===== config.mk =====
export PLATFORM = sky130hd
export DESIGN_NAME = cron_entry_time_match_core
export DESIGN_NICKNAME = d
export VERILOG_FILES = /design/src/rtl/cetm_pkg.sv /design/src/rtl/cetm_cfg_regs.sv /design/src/rtl/cetm_scan.sv /design/src/rtl/cron_entry_time_match_core.sv
export SDC_FILE = /design/constraint.sdc
export NUM_CORES = 1
export LEC_CHECK = 0
export ABC_AREA = 0
export BUFFER_PORTS_ARGS = -buffer_cell sky130_fd_sc_hd__buf_2
export CAP_MARGIN = 5
export CELL_PAD_IN_SITES_DETAIL_PLACEMENT = 1
export CELL_PAD_IN_SITES_GLOBAL_PLACEMENT = 1
export CORE_UTILIZATION = 25
export DETAILED_ROUTE_END_ITERATION = 16
export MAX_ROUTING_LAYER = met4
export PLACE_DENSITY_LB_ADDON = 0.1
export SETUP_SLACK_MARGIN = 0.2
export SYNTH_ARGS = -nofsm -noshare
export SYNTH_HDL_FRONTEND = slang
export SYNTH_HIERARCHICAL = 1
export SYNTH_SLANG_ARGS = --single-unit

===== constraint.sdc =====
create_clock -name clk -period 3.4 [get_ports clk]
set_clock_uncertainty 0.2 [all_clocks]
set_input_delay 0.34 -clock clk [delete_from_list [all_inputs] [get_ports clk]]
set_output_delay 0.34 -clock clk [all_outputs]
set_load 0.01 [all_outputs]

===== src/rtl/cetm_pkg.sv =====
// Package for the cron entry time match block.
// Holds code byte markers, config register indexes, scan phase and shared structs.
// No dependencies.
package cetm_pkg;

    localparam int CODE_W      = 7;
    localparam int IDX_OUT_W   = 16;
    localparam int CFG_IDX_W   = 3;
    localparam int CFG_DATA_W  = 6;
    localparam int FIELD_CNT   = 5;

    localparam logic [CODE_W-1:0] CODE_EXACT = 7'd123;
    localparam logic [CODE_W-1:0] CODE_ANY   = 7'd124;
    localparam logic [CODE_W-1:0] CODE_LIST  = 7'd125;
    localparam logic [CODE_W-1:0] CODE_RANGE = 7'd126;
    localparam logic [CODE_W-1:0] CODE_END   = 7'd127;
    localparam logic [CODE_W-1:0] CODE_TERM  = 7'd0;

    localparam logic [CFG_IDX_W-1:0] REG_MINUTE  = 3'd0;
    localparam logic [CFG_IDX_W-1:0] REG_HOUR    = 3'd1;
    localparam logic [CFG_IDX_W-1:0] REG_DAY     = 3'd2;
    localparam logic [CFG_IDX_W-1:0] REG_MONTH   = 3'd3;
    localparam logic [CFG_IDX_W-1:0] REG_WEEKDAY = 3'd4;

    localparam logic [2:0] FLD_MINUTE  = 3'd0;
    localparam logic [2:0] FLD_HOUR    = 3'd1;
    localparam logic [2:0] FLD_DAY     = 3'd2;
    localparam logic [2:0] FLD_MONTH   = 3'd3;
    localparam logic [2:0] FLD_WEEKDAY = 3'd4;
    localparam logic [2:0] FLD_LAST    = 3'd5;

    typedef enum logic [2:0] {
        PH_CODE       = 3'd0,
        PH_EXACT      = 3'd1,
        PH_LIST_SEEK  = 3'd2,
        PH_LIST_FOUND = 3'd3,
        PH_RANGE_LO   = 3'd4,
        PH_RANGE_HI   = 3'd5,
        PH_COMMAND    = 3'd6
    } cetm_phase_t;

    typedef struct packed {
        logic [5:0] minute;
        logic [4:0] hour;
        logic [4:0] day;
        logic [3:0] month;
        logic [2:0] weekday;
    } cetm_time_t;

    typedef struct packed {
        logic                 valid;
        logic [IDX_OUT_W-1:0] index;
        logic                 matched;
        logic                 end_of_table;
    } cetm_result_t;

endpackage


===== src/rtl/cetm_cfg_regs.sv =====
// Current-time configuration registers for the cron entry time match block.
// Depends on cetm_pkg.
module cetm_cfg_regs
    import cetm_pkg::*;
(
    input  logic                  clk,
    input  logic                  rst_n,
    input  logic                  cfg_we,
    input  logic [CFG_IDX_W-1:0]  cfg_index,
    input  logic [CFG_DATA_W-1:0] cfg_wdata,
    output cetm_time_t            time_now
);

    cetm_time_t time_reg;

    always_ff @(posedge clk or negedge rst_n)
    begin
        if (!rst_n)
        begin
            time_reg.minute  <= 6'd0;
            time_reg.hour    <= 5'd0;
            time_reg.day     <= 5'd1;
            time_reg.month   <= 4'd1;
            time_reg.weekday <= 3'd0;
        end
        else if (cfg_we)
        begin
            case (cfg_index)
                REG_MINUTE:  time_reg.minute  <= cfg_wdata;
                REG_HOUR:    time_reg.hour    <= cfg_wdata[4:0];
                REG_DAY:     time_reg.day     <= cfg_wdata[4:0];
                REG_MONTH:   time_reg.month   <= cfg_wdata[3:0];
                REG_WEEKDAY: time_reg.weekday <= cfg_wdata[2:0];
                default:     ; // unknown index ignored
            endcase
        end
    end

    assign time_now = time_reg;

endmodule


===== src/rtl/cetm_scan.sv =====
// Table scan state and field matching for the cron entry time match block.
// One code byte per step; result is combinational, registered by the caller.
// Depends on cetm_pkg.
module cetm_scan
    import cetm_pkg::*;
#(
    parameter int ENTRY_INDEX_BITS = 16
)
(
    input  logic              clk,
    input  logic              rst_n,
    input  logic              step,
    input  logic [CODE_W-1:0] code_byte,
    input  cetm_time_t        time_now,
    output cetm_result_t      result
);

    logic [2:0]                  field_reg,   field_next;
    cetm_phase_t                 phase_reg,   phase_next;
    logic [CODE_W-1:0]           lo_reg,      lo_next;
    logic                        miss_reg,    miss_next;
    logic [ENTRY_INDEX_BITS-1:0] cnt_reg,     cnt_next;

    logic [CODE_W-1:0]    now;
    logic [IDX_OUT_W-1:0] idx_out;
    logic [2:0]           field_inc;
    cetm_phase_t          phase_done;
    logic                 range_hit;

    always_comb
    begin
        unique case (field_reg)
            FLD_MINUTE:  now = {1'b0, time_now.minute};
            FLD_HOUR:    now = {2'b0, time_now.hour};
            FLD_DAY:     now = {2'b0, time_now.day};
            FLD_MONTH:   now = {3'b0, time_now.month};
            FLD_WEEKDAY: now = {4'b0, time_now.weekday};
            default:     now = '0;
        endcase
    end

    generate
        if (ENTRY_INDEX_BITS >= IDX_OUT_W)
        begin : g_idx_trunc
            assign idx_out = cnt_reg[IDX_OUT_W-1:0];
        end
        else
        begin : g_idx_ext
            assign idx_out = {{(IDX_OUT_W-ENTRY_INDEX_BITS){1'b0}}, cnt_reg};
        end
    endgenerate

    assign field_inc  = field_reg + 3'd1;
    assign phase_done = (field_inc >= FLD_LAST) ? PH_COMMAND : PH_CODE;

    // low below high: inclusive; otherwise wraparound
    assign range_hit = (lo_reg < code_byte) ? ((lo_reg <= now) && (now <= code_byte))
                                            : ((now >= lo_reg) || (now <= code_byte));

    always_comb
    begin
        field_next = field_reg;
        phase_next = phase_reg;
        lo_next    = lo_reg;
        miss_next  = miss_reg;
        cnt_next   = cnt_reg;
        result     = '0;

        unique case (phase_reg)
            PH_CODE:
            begin
                if ((field_reg == FLD_MINUTE) && (code_byte == CODE_END))
                begin
                    result.valid        = 1'b1;
                    result.index        = idx_out;
                    result.end_of_table = 1'b1;
                    field_next = FLD_MINUTE;
                    phase_next = PH_CODE;
                    lo_next    = '0;
                    miss_next  = 1'b0;
                    cnt_next   = '0;
                end
                else if (code_byte == CODE_EXACT)
                    phase_next = PH_EXACT;
                else if (code_byte == CODE_ANY)
                begin
                    field_next = field_inc;
                    phase_next = phase_done;
                end
                else if (code_byte == CODE_LIST)
                    phase_next = PH_LIST_SEEK;
                else if (code_byte == CODE_RANGE)
                    phase_next = PH_RANGE_LO;
                else
                begin
                    // bare byte, compared directly
                    if (code_byte != now)
                        miss_next = 1'b1;
                    field_next = field_inc;
                    phase_next = phase_done;
                end
            end
            PH_EXACT:
            begin
                if (code_byte != now)
                    miss_next = 1'b1;
                field_next = field_inc;
                phase_next = phase_done;
            end
            PH_LIST_SEEK:
            begin
                if (code_byte == CODE_LIST)
                begin
                    miss_next  = 1'b1;
                    field_next = field_inc;
                    phase_next = phase_done;
                end
                else if (code_byte == now)
                    phase_next = PH_LIST_FOUND;
            end
            PH_LIST_FOUND:
            begin
                if (code_byte == CODE_LIST)
                begin
                    field_next = field_inc;
                    phase_next = phase_done;
                end
            end
            PH_RANGE_LO:
            begin
                lo_next    = code_byte;
                phase_next = PH_RANGE_HI;
            end
            PH_RANGE_HI:
            begin
                if (!range_hit)
                    miss_next = 1'b1;
                field_next = field_inc;
                phase_next = phase_done;
            end
            PH_COMMAND:
            begin
                if (code_byte == CODE_TERM)
                begin
                    result.valid   = 1'b1;
                    result.index   = idx_out;
                    result.matched = !miss_reg;
                    if (cnt_reg != {ENTRY_INDEX_BITS{1'b1}})
                        cnt_next = cnt_reg + ENTRY_INDEX_BITS'(1);
                    field_next = FLD_MINUTE;
                    phase_next = PH_CODE;
                    lo_next    = '0;
                    miss_next  = 1'b0;
                end
            end
            default:
            begin
                field_next = FLD_MINUTE;
                phase_next = PH_CODE;
                lo_next    = '0;
                miss_next  = 1'b0;
            end
        endcase
    end

    always_ff @(posedge clk or negedge rst_n)
    begin
        if (!rst_n)
        begin
            field_reg <= FLD_MINUTE;
            phase_reg <= PH_CODE;
            lo_reg    <= '0;
            miss_reg  <= 1'b0;
            cnt_reg   <= '0;
        end
        else if (step)
        begin
            field_reg <= field_next;
            phase_reg <= phase_next;
            lo_reg    <= lo_next;
            miss_reg  <= miss_next;
            cnt_reg   <= cnt_next;
        end
    end

endmodule


===== src/rtl/cron_entry_time_match_core.sv =====
// Top level of the cron entry time match block: input register, scan logic,
// result register. Depends on cetm_pkg, cetm_cfg_regs and cetm_scan.
//
// Usage:
//   s_* stream carries the compiled schedule table, one code byte per item.
//   m_* stream returns one item per finished entry (index, match flag) and one
//   end-of-table item (tuser high) when the end marker starts an entry.
//   cfg_* writes the current minute, hour, day, month and weekday; write only
//   while the stream is idle.
// Path: a byte is accepted into the input register; the result it causes is
//   captured in the result register, which drives m_tvalid.
// Throughput: one byte per cycle unless a result waits with m_tready low; the
//   scan state steps once per byte, by the phase and compare logic between registers.
// Reset: asynchronous, active low; scan state and entry count cleared, time
//   registers set to minute 0, hour 0, day 1, month 1, weekday 0.
// Stall: while a result waits with m_tready low, the byte held in the input
//   register waits too and s_tready drops once that register is full.
module cron_entry_time_match_core
    import cetm_pkg::*;
#(
    parameter int ENTRY_INDEX_BITS = 16
)
(
    input  logic                  clk,
    input  logic                  rst_n,
    input  logic                  s_tvalid,
    output logic                  s_tready,
    input  logic [7:0]            s_tdata,   // [6:0] code_byte, [7] zero
    output logic                  m_tvalid,
    input  logic                  m_tready,
    output logic [23:0]           m_tdata,   // [15:0] entry_index, [16] entry_matched
    output logic                  m_tuser,   // [0] end_of_table
    input  logic                  cfg_we,
    input  logic [CFG_IDX_W-1:0]  cfg_index,
    input  logic [CFG_DATA_W-1:0] cfg_wdata
);

    logic              in_valid_reg;
    logic [CODE_W-1:0] in_byte_reg;
    logic              step;
    logic              accept;

    cetm_time_t   time_now;
    cetm_result_t res;

    logic                 out_valid_reg;
    logic [IDX_OUT_W-1:0] out_index_reg;
    logic                 out_matched_reg;
    logic                 out_eot_reg;

    assign step     = in_valid_reg && (!out_valid_reg || m_tready);
    assign s_tready = !in_valid_reg || step;
    assign accept   = s_tvalid && s_tready;

    always_ff @(posedge clk or negedge rst_n)
    begin
        if (!rst_n)
            in_valid_reg <= 1'b0;
        else if (accept)
            in_valid_reg <= 1'b1;
        else if (step)
            in_valid_reg <= 1'b0;
    end

    always_ff @(posedge clk)
    begin
        if (accept)
            in_byte_reg <= s_tdata[CODE_W-1:0];
    end

    cetm_cfg_regs u_cfg (
        .clk       (clk),
        .rst_n     (rst_n),
        .cfg_we    (cfg_we),
        .cfg_index (cfg_index),
        .cfg_wdata (cfg_wdata),
        .time_now  (time_now)
    );

    cetm_scan #(
        .ENTRY_INDEX_BITS (ENTRY_INDEX_BITS)
    ) u_scan (
        .clk       (clk),
        .rst_n     (rst_n),
        .step      (step),
        .code_byte (in_byte_reg),
        .time_now  (time_now),
        .result    (res)
    );

    always_ff @(posedge clk or negedge rst_n)
    begin
        if (!rst_n)
            out_valid_reg <= 1'b0;
        else if (step && res.valid)
            out_valid_reg <= 1'b1;
        else if (m_tready)
            out_valid_reg <= 1'b0;
    end

    always_ff @(posedge clk)
    begin
        if (step && res.valid)
        begin
            out_index_reg   <= res.index;
            out_matched_reg <= res.matched;
            out_eot_reg     <= res.end_of_table;
        end
    end

    assign m_tvalid = out_valid_reg;
    assign m_tdata  = {7'd0, out_matched_reg, out_index_reg};
    assign m_tuser  = out_eot_reg;

endmodule


==> results of run 1 <==
==> logic make-up after synthesis <==
kind of cell,synth area share [%]
AOI/OAI and AO/OA,9.77
xor gates and xnor gates,2.99
adders and majority gates,7.01
buffers and inverters,4.67
DFF,48.5
muxes,6.38
other,0.0854
and+or+nand+nor,20.6
==> through the flow <==
step           util, %  hold slack [ps]  setup slack, ps  instances
6_report          31.5             20.8             65.7        702
5_1_grt           31.5             31.3             -127        702
4_1_cts           30.9             5.13             46.8        695
3_5_place_dp      28.4              299            -20.2        670
3_3_place_gp      28.4              289             16.0        670
2_1_floorplan        -             -156              206        410
==> how the worst max path moves through the flow <==
stage | start | to | slack [ps] | cells after the start
final | u_scan/field_reg[0] | u_scan/miss_reg | 70 | 15
after global routing | u_scan/field_reg[0] | u_scan/miss_reg | -130 | 15
after CTS | u_scan/field_reg[0] | u_scan/miss_reg | 50 | 15
after detailed placement | u_scan/field_reg[1] | u_scan/miss_reg | -20 | 14
after global placement | u_scan/field_reg[0] | u_scan/miss_reg | 20 | 14
after floorplan | u_scan/field_reg[0] | u_scan/miss_reg | 210 | 15
==> what timing repair did <==
item	4_1_cts	5_1_grt
pin swaps	9	10
endpoints found under the setup margin	3	3
gates resized for setup	8	11
hold buffers	9	0
hold endpoints to repair	61	0
buffers inserted	0	7
==> layout make-up <==
type | count | area, sq um
tap | 225 | 282
timing repair buffer | 74 | 489
inverter | 16 | 60.1
sequential | 80 | 2130
clock inverter | 7 | 77.6
multi-input combinational | 291 | 2170
clock buffer | 9 | 225
fill | 1925 | 11800
==> routing by layer <==
metal,part of all wire (%),vias to the layer above,global-route usage (%)
li1,-,1584,-
met1,48,1596,16.8
met2,48,39,20.9
met3,2.0,14,2.25
met4,1.9,0,6.37
met5,0,-,-
==> cells in the final DEF (no fill, tap or decap), types with 3 or more instances in the layout <==
cell	n
a21o_1	3
a21oi_1	12
a222oi_1	5
and2_1	22
and3_1	6
and4_1	5
and4bb_2	3
buf_2	40
buf_4	22
buf_6	3
clkbuf_16	9
conb_1	7
dfrtp_1	53
dlygate4sd3_1	9
edfxtp_1	25
ha_1	20
inv_1	15
mux2_2	23
nand2_1	26
nand2b_1	7
nand3_1	18
nand4_1	9
nor2_1	27
nor2_2	6
nor2b_1	5
nor4_1	4
o211ai_1	3
o21ai_1	18
xor2_1	14
==> power groups by stage <==
stage               Combinational [W]  Sequential [W]  Clock, W
floorplan                    0.000972         0.00123         0
global placement              0.00129         0.00129         0
detailed placement            0.00131         0.00129         0
CTS                           0.00138         0.00127   0.00105
global route                  0.00167         0.00130   0.00109
finish                        0.00150         0.00128   0.00101
==> metrics, run 1 <==
leakage=2.27 nW; CP endpoint kind=flip-flop; Critical Path Fanout Max=5; Chip Height=135 um; Area Overhead vs Synth=23.7%; max reg flops=23; Most used DFF post-synth=dfrtp_1; Slowest-stage cell, CP=dfrtp_1; post-route cell area=5430 sq um; r2r worst-path depth=15; fin crit share=98.1%; post-synthesis async set-or-reset flop share=68.8%; width of the die=135 um; total global-route track usage=13.3%; fmax=0.300 GHz; Worst Path Required=3430 ps; initial antenna violation count=0; antenna cells=0; endpoints failing setup=0; Critical Path, Cell by Cell=inv_2 -> buf_6 -> ha_4 -> a222oi_1 -> o21ai_1 -> a21oi_1 -> nor2_1 -> ha_1 -> a21oi_2 -> o21ai_1 -> maj3_2 -> o221a_4 -> nor2_1 -> o211ai_1 -> mux2_1; switching share of power=36.6%; Seq/Total Area, Yosys=48.5%; GRT Residual Overflow=0; relative slew slack=49.3%; Nets=517; Switch Pwr=0.00139 W; share of cells above drive strength 1=29.4%; Max Cap Viol=0; Vias/cell=4.61; DR iter-0 viols=134; Yosys top cell area share=30.2%; r2r endpoint=u_scan/miss_reg; vias in the first global route=3377; overall power=0.00379 W; EDFF count, synth=25; clock share of power=26.8%; Seq cells post-synth=80; CTS tree=built; Clock Path Buffers=2; Routed wire per std cell=15.6 um; WL final=10900 um; Final min period=3330 ps; status=complete, no violations; num rows=48; H-tree levels=3; VDD IR max=0.272 mV; Post-synth top cells=53 x dfrtp_1, 27 x nand2_1, 27 x nor2_1; Synth warnings=6; Final GP Congestion=0.774; crit path DAT=3360 ps; DRC violations left=0; Core ar.=17200 sq um; clock buffer count from CTS=9; largest net degree at the start of global routing=56; I/O pins=49; most frequent cell after synthesis=dfrtp_1; critical path class=flip-flop to flip-flop; clk slew on worst S/H paths=70 ps; CTS Root Buffer Type=clkbuf_16; HP Start=cfg_wdata[5]; R2R Setup Slk=70 ps; first-pass GRT wire length=18000 um; Netlist cell types=59; Min-Delay Endpoint=u_cfg/time_now[22]; placed inst area=4900 sq um; Buf/Inv on CP=2; Worst Tran Pin Value=760 ps; Pint=0.00240 W; clock sinks=80; syn_area_per_cell=10.9 sq um; critical path's top delay family=compound AO/OA/AOI/OAI gates; Routed Antenna Nets=0; Pwr Density=697 nW/um^2; CP max stage delay=400 ps; Synth Cell Area=4390 sq um; Port Buffers=40; combinational share of power=39.5%; clk_lat worst skew=350 ps; RSZ-0062 raised after global routing=true; largest cells by area after synthesis=dfrtp_1 30%, edfxtp_1 17%, ha_1 6.6%, mux2_2 5.9%, and2_1 3.1%; die area=18100 sq um; Yosys top cell by area=dfrtp_1; RR Startpoint=u_scan/field_reg[0]; final hold vios=0; Flop pwr share=33.7%; hold path depth=2; Pins Over Slew Limit=0; routed via count=3233; Critical Path Source Type=flip-flop; hpwl dp=7780 um; drt first pass iters=4; setup TNS=0 ps; Initial Util=25.5%; Post-Synthesis Cells=404; min-delay worst type=input port to flip-flop
No activity file was read; power rests on OpenSTA's default activity.
==> run 2, diff against run 1 <==
--- a/config.mk
+++ b/config.mk
@@ -8,12 +8,9 @@
 export ABC_AREA = 0
 export BUFFER_PORTS_ARGS = -buffer_cell sky130_fd_sc_hd__buf_2
 export CAP_MARGIN = 5
-export CELL_PAD_IN_SITES_DETAIL_PLACEMENT = 1
-export CELL_PAD_IN_SITES_GLOBAL_PLACEMENT = 1
 export CORE_UTILIZATION = 25
 export DETAILED_ROUTE_END_ITERATION = 16
 export MAX_ROUTING_LAYER = met4
-export PLACE_DENSITY_LB_ADDON = 0.1
 export SETUP_SLACK_MARGIN = 0.2
 export SYNTH_ARGS = -nofsm -noshare
 export SYNTH_HDL_FRONTEND = slang
==> metrics, run 2 (synthesis results as in run 1) <==
status=complete, but fails checks; violations in the final reports=setup timing; num rows=48 (unchanged); critical path class=flip-flop to flip-flop; Worst Tran Pin Value=629 ps (-131 ps); Routed Antenna Nets=0 (unchanged); leading cell types in the layout, fill and taps excluded=52 x dfrtp_1, 40 x buf_2, 27 x nand2_1, 27 x nor2_1, 25 x edfxtp_1; Area Overhead vs Synth=21.8%; total global-route track usage=11.4% (-1.9 points); Critical Path Fanout Max=5 (unchanged); first-pass GRT wire length=15700 um (-13%); crit path DAT=3440 ps (+80 ps); width of the die=135 um (unchanged); Nets=512 (-0.97%); RSZ-0062 raised after global routing=true; final hold vios=0 (unchanged); antenna cells=0 (unchanged); initial antenna violation count=0 (unchanged); CTS Root Buffer Type=clkbuf_16; Worst Path Required=3420 ps (about the same); H-tree levels=3 (unchanged); I/O pins=49 (unchanged); Final GP Congestion=0.845 (+9.1%); largest net degree at the start of global routing=30 (-46%); Final min period=3420 ps (+86.8 ps); min-delay worst type=input port to flip-flop; endpoints failing setup=1 (+1); Pins Over Slew Limit=0 (unchanged); share of cells above drive strength 1=27.5% (-1.8 points); fmax=0.292 GHz (-2.5%); die area=18100 sq um (unchanged); Routed wire per std cell=13.2 um (-15%); clock buffer count from CTS=9 (unchanged); VDD IR max=0.300 mV (+10%); R2R Setup Slk=-20 ps (-90 ps); Vias/cell=4.60 (-0.12%); max reg flops=23 (unchanged); leakage=2.24 nW (-1.6%); relative slew slack=58.1% (+8.8 points); final cell count without fillers=697 (-0.71%); fin worst setup slack=-21.1 ps (-86.8 ps); drt first pass iters=4 (unchanged); clk slew on worst S/H paths=60 ps (about the same); CP endpoint kind=flip-flop; DRC violations left=0 (unchanged); CTS tree=built; Max Cap Viol=0 (unchanged); Clock Path Buffers=2 (unchanged); hpwl dp=6660 um (-14%); Pwr Density=677 nW/um^2 (-2.9%); Port Buffers=40 (unchanged); routed via count=3206 (-0.84%); clk_lat worst skew=340 ps (about the same); Placed Cells=670 (unchanged); fin crit share=101% (+2.6 points); DR iter-0 viols=179 (+34%); Critical Path Source Type=flip-flop; Core ar.=17200 sq um (unchanged); clock sinks=80 (unchanged); Fin Hold WS=42.8 ps (+22.0 ps); GRT Residual Overflow=0 (unchanged); pre-CTS WS=16.6 ps (+36.7 ps); commonest non-fill, non-tap cell in the layout=dfrtp_1; WL final=9180 um (-16%); vias in the first global route=3216 (-4.8%); Chip Height=135 um (unchanged); Initial Util=25.5% (unchanged); overall power=0.00362 W (-4.4%)
==> run 2: what timing repair did <==
item / in CTS / in global routing
endpoints found under the hold margin: 34 / 0
setup buffers: 0 / 2
gates resized for setup: 7 / 6
hold buffers: 9 / 0
pin swaps: 10 / 17
setup endpoints to repair: 1 / 3
==> run 2: cell type report <==
class                      count  area, sq um
multi-input combinational    291         2140
fill                        1753        11900
tap                          225          282
timing repair buffer          69          444
sequential                    80         2130
clock inverter                 5         57.6
inverter                      16         60.1
clock buffer                  11          233
==> run 2: power by group <==
part / leakage, nW / switching (W) / internal (W)
sequential: 0.896 / 0.000160 / 0.00114
combinational: 1.20 / 0.000725 / 0.000653
clock: 0.143 / 0.000378 / 0.000569
==> run 2: worst paths after layout <==
check	to	start	cells past startpoint
worst max-delay path	u_scan/miss_reg	u_scan/field_reg[0]	15
worst min-delay path	u_cfg/time_now[22]	cfg_wdata[5]	2
worst max register to register	u_scan/miss_reg	u_scan/field_reg[0]	15
worst min register to register	u_cfg/time_now[12]	u_cfg/time_now[12]	1
max in group asynchronous	u_cfg/time_now[7]	rst_n	3
min in group asynchronous	u_cfg/time_now[8]	rst_n	2
==> run 2: routing by layer <==
metal / global-route usage [%] / vias to the layer above / part of all wire, % / routed length (um)
li1: - / 1574 / - / -
met1: 13.5 / 1548 / 45 / 4130
met2: 18.6 / 72 / 49 / 4480
met3: 2.89 / 12 / 4.5 / 415
met4: 4.62 / 0 / 1.7 / 159
met5: - / - / 0 / 0
==> run 2: stage by stage <==
stage / TNS (ps) / util, % / instance area (sq um)
final: -21.1 / 31.0 / 5350
after global routing: -187 / 31.0 / 5350
after CTS: 0 / 30.8 / 5310
after detailed placement: 0 / 28.4 / 4900
after global placement: 0 / 28.4 / 4900
after floorplan: 0 / - / 4440
==> run 2: worst max-delay path, cell delays in order (launching register included) <==
cell and delay (ps):
dfrtp_1 420, inv_2 80, buf_4 150, ha_4 170, a222oi_1 310, o21ai_1 100, a21oi_1 130, nor2_1 90
ha_1 320, a21oi_1 150, o21ai_1 100, maj3_2 320, o221a_4 240, nor2_1 100, o211ai_1 90, mux2_1 330
==> run 3, diff against run 2 <==
--- a/config.mk
+++ b/config.mk
@@ -14,5 +14,4 @@
 export SETUP_SLACK_MARGIN = 0.2
 export SYNTH_ARGS = -nofsm -noshare
 export SYNTH_HDL_FRONTEND = slang
-export SYNTH_HIERARCHICAL = 1
 export SYNTH_SLANG_ARGS = --single-unit
==> metrics, run 3 <==
status=complete, no violations; Area Overhead vs Synth=21.1%; Pins Over Slew Limit=0 (unchanged); leakage=2.33 nW (+4.1%); RSZ-0062 raised after global routing=true; crit path DAT=3410 ps (-30 ps); Vias/cell=4.62 (+0.44%); Post-Synthesis Cells=412 (+2.0%); clock sinks=80 (unchanged); vias in the first global route=3313 (+3.0%); VDD IR max=0.303 mV (+1.1%); die area=17900 sq um (-1.4%); RR Startpoint=u_scan.field_reg[0]; clk_lat worst skew=340 ps (about the same); clock buffer count from CTS=9 (unchanged); Worst Tran Pin Value=629 ps (-0.283 ps); leading cell types in the layout, fill and taps excluded=53 x dfrtp_1, 40 x buf_2, 33 x nor2_1; placed inst area=4800 sq um (-2.1%); multiplexer area fraction after synthesis=7.28% (+0.90 points); Worst Path Required=3430 ps (about the same); Synth Cell Area=4330 sq um (-1.4%); fmax=0.296 GHz (+1.2%); simple-gate share of the synthesized area=18.1% (-2.5 points); I/O pins=49 (unchanged); clock share of power=27.5% (+1.3 points); Yosys top cell by area=dfrtp_1; Netlist cell types=60 (+1.7%); width of the die=134 um (-0.69%); Seq cells post-synth=80 (unchanged); endpoints failing setup=0 (-1); DR iter-0 viols=216 (+21%); Most used DFF post-synth=dfrtp_1; max reg flops=23 (unchanged); synthesized-area fraction occupied by adder cells=7.13% (+0.13 points); filler cell count=1716 (-2.1%); Pwr Density=689 nW/um^2 (+1.8%); relative slew slack=58.1% (about the same); routed via count=3197 (-0.28%); Routed wire per std cell=13.5 um (+2.2%); largest cells by area after synthesis=dfrtp_1 31%, edfxtp_1 17%, ha_1 6.6%, mux2_2 6.0%, nor2_1 2.9%; syn_area_per_cell=10.5 sq um (-3.3%); critical path class=flip-flop to flip-flop; most frequent cell after synthesis=dfrtp_1; Critical Path Source Type=flip-flop; Port Buffers=40 (unchanged); Seq/Total Area, Yosys=49.2% (+0.69 points); min-delay worst type=input port to flip-flop; CTS tree=built; final hold vios=0 (unchanged); antenna cells=0 (unchanged); pre-CTS WS=-68.0 ps (-84.6 ps); Fin Hold WS=9.98 ps (-32.8 ps); largest family of logic cells by synthesized area=simple AND/OR/NAND/NOR gates; post-synthesis async set-or-reset flop share=68.8% (unchanged); GRT Residual Overflow=0 (unchanged); Nets=512 (unchanged); Yosys top cell area share=30.6% (+0.43 points); Post-synth top cells=53 x dfrtp_1, 34 x nor2_1, 25 x edfxtp_1; Synth warnings=0 (-6); Pint=0.00233 W (-0.93%); Final min period=3380 ps (-39.3 ps); Initial Util=25.8% (+0.36 points); combinational share of power=37.2% (-0.9 points); Flop pwr share=35.3% (-0.5 points); H-tree levels=3 (unchanged); initial antenna violation count=0 (unchanged); largest net degree at the start of global routing=31 (+3.3%); WL final=9320 um (+1.5%); first-pass GRT wire length=15900 um (+1.4%); fin worst setup slack=18.3 ps (+39.3 ps); compound-gate portion of the synthesized area=10.3% (+0.57 points); CP Launch Point=u_scan.field_reg[0]; CTS Root Buffer Type=clkbuf_16; EDFF count, synth=25 (unchanged); Clock Path Buffers=2 (unchanged); Chip Height=134 um (-0.69%); total global-route track usage=11.6% (+0.17 points); drt first pass iters=4 (unchanged); Switch Pwr=0.00128 W (+1.2%); Final GP Congestion=0.851 (+0.66%); DRC violations left=0 (unchanged); switching share of power=35.4% (+0.48 points); Routed Antenna Nets=0 (unchanged); clk slew on worst S/H paths=70 ps (about the same); share of cells above drive strength 1=25.4% (-2.1 points); post-route cell area=5250 sq um (-1.9%); hpwl dp=6730 um (+1.0%); Critical Path Fanout Max=5 (unchanged); num rows=47 (-2.1%); fin crit share=99.5% (-1.2 points); Max Cap Viol=0 (unchanged); Core ar.=16800 sq um (-2.8%); commonest non-fill, non-tap cell in the layout=dfrtp_1; Synth Area in XOR/XNOR=2.63% (-0.36 points); CP endpoint kind=flip-flop; HP Start=s_tvalid
==> run 3: path summary, 6_finish.rpt <==
kind | to | slack [ps] | cells after the start
max | u_scan.miss_reg | 20 | 14
max in group asynchronous | u_cfg.time_now[3] | 1750 | 3
min reg2reg | u_cfg.time_now[0] | 310 | 1
max reg2reg | u_scan.miss_reg | 20 | 14
min | in_valid_reg | 10 | 2
min in group asynchronous | u_scan.cnt_reg[5] | 360 | 2
==> run 3: final cells by class <==
cell class                 instances  area [sq um]  area share [%]
sequential                        80          2130            40.6
multi-input combinational        290          2050            39.1
timing repair buffer              64           404            7.71
tap                              220           275            5.25
clock buffer                       9           225            4.29
inverter                          22          82.6            1.57
clock inverter                     7          77.6            1.48
==> run 3: worst max-delay path: stages, from the launching register on <==
cell	delay, ps
dfrtp_1	400
inv_2	90
ha_4	190
a222oi_1	350
o21ai_1	110
a21oi_2	140
nor2_2	70
ha_1	300
a21oi_2	130
o21ai_1	90
maj3_2	310
a41o_1	210
a211oi_2	220
a22o_1	170
mux2_4	290
==> run 3: cells by family (layout without fill, tap and decap cells) <==
| kind of cell | after synthesis | in the layout |
|---|---|---|
| AND/OR/NAND/NOR | 149 | 149 |
| AO/OA/AOI/OAI | 68 | 68 |
| multiplexers | 28 | 28 |
| XOR/XNOR | 13 | 13 |
| other | 1 | 7 |
| flip-flops | 80 | 80 |
| adder cells (fa/ha/maj) | 25 | 25 |
| buffers and inverters | 48 | 102 |
==> run 3: repair_timing <==
action                     in CTS  in global routing
hold endpoints to repair       32                  0
pin swaps                       5                  3
setup endpoints to repair       1                  3
setup buffers                   3                  0
resized for setup               4                  6
hold buffers                    8                  0
==> run 3: metrics by stage <==
stage                     TNS (ps)  util (%)  total power (W)  cells
after floorplan                  0         -          0.00221    418
after global placement       -17.2      28.6          0.00250    665
after detailed placement     -68.0      28.6          0.00253    665
after CTS                    -25.2      31.1          0.00359    692
after global routing          -158      31.3          0.00388    692
final                            0      31.3          0.00361    692
==> run 3: power by group through the flow <==
stage	registers (W)	clock network, W	logic (W)
5_1_grt	0.00129	0.00106	0.00153
2_1_floorplan	0.00121	0	0.000993
3_5_place_dp	0.00129	0	0.00124
3_3_place_gp	0.00128	0	0.00122
6_report	0.00128	0.000993	0.00134
4_1_cts	0.00127	0.00102	0.00130
==> run 3: layer usage <==
layer	GRT usage [%]	vias up	wire (um)
li1	-	1575	-
met1	14.0	1560	4290
met2	18.7	50	4580
met3	3.01	12	304
met4	4.10	0	144
met5	-	-	0
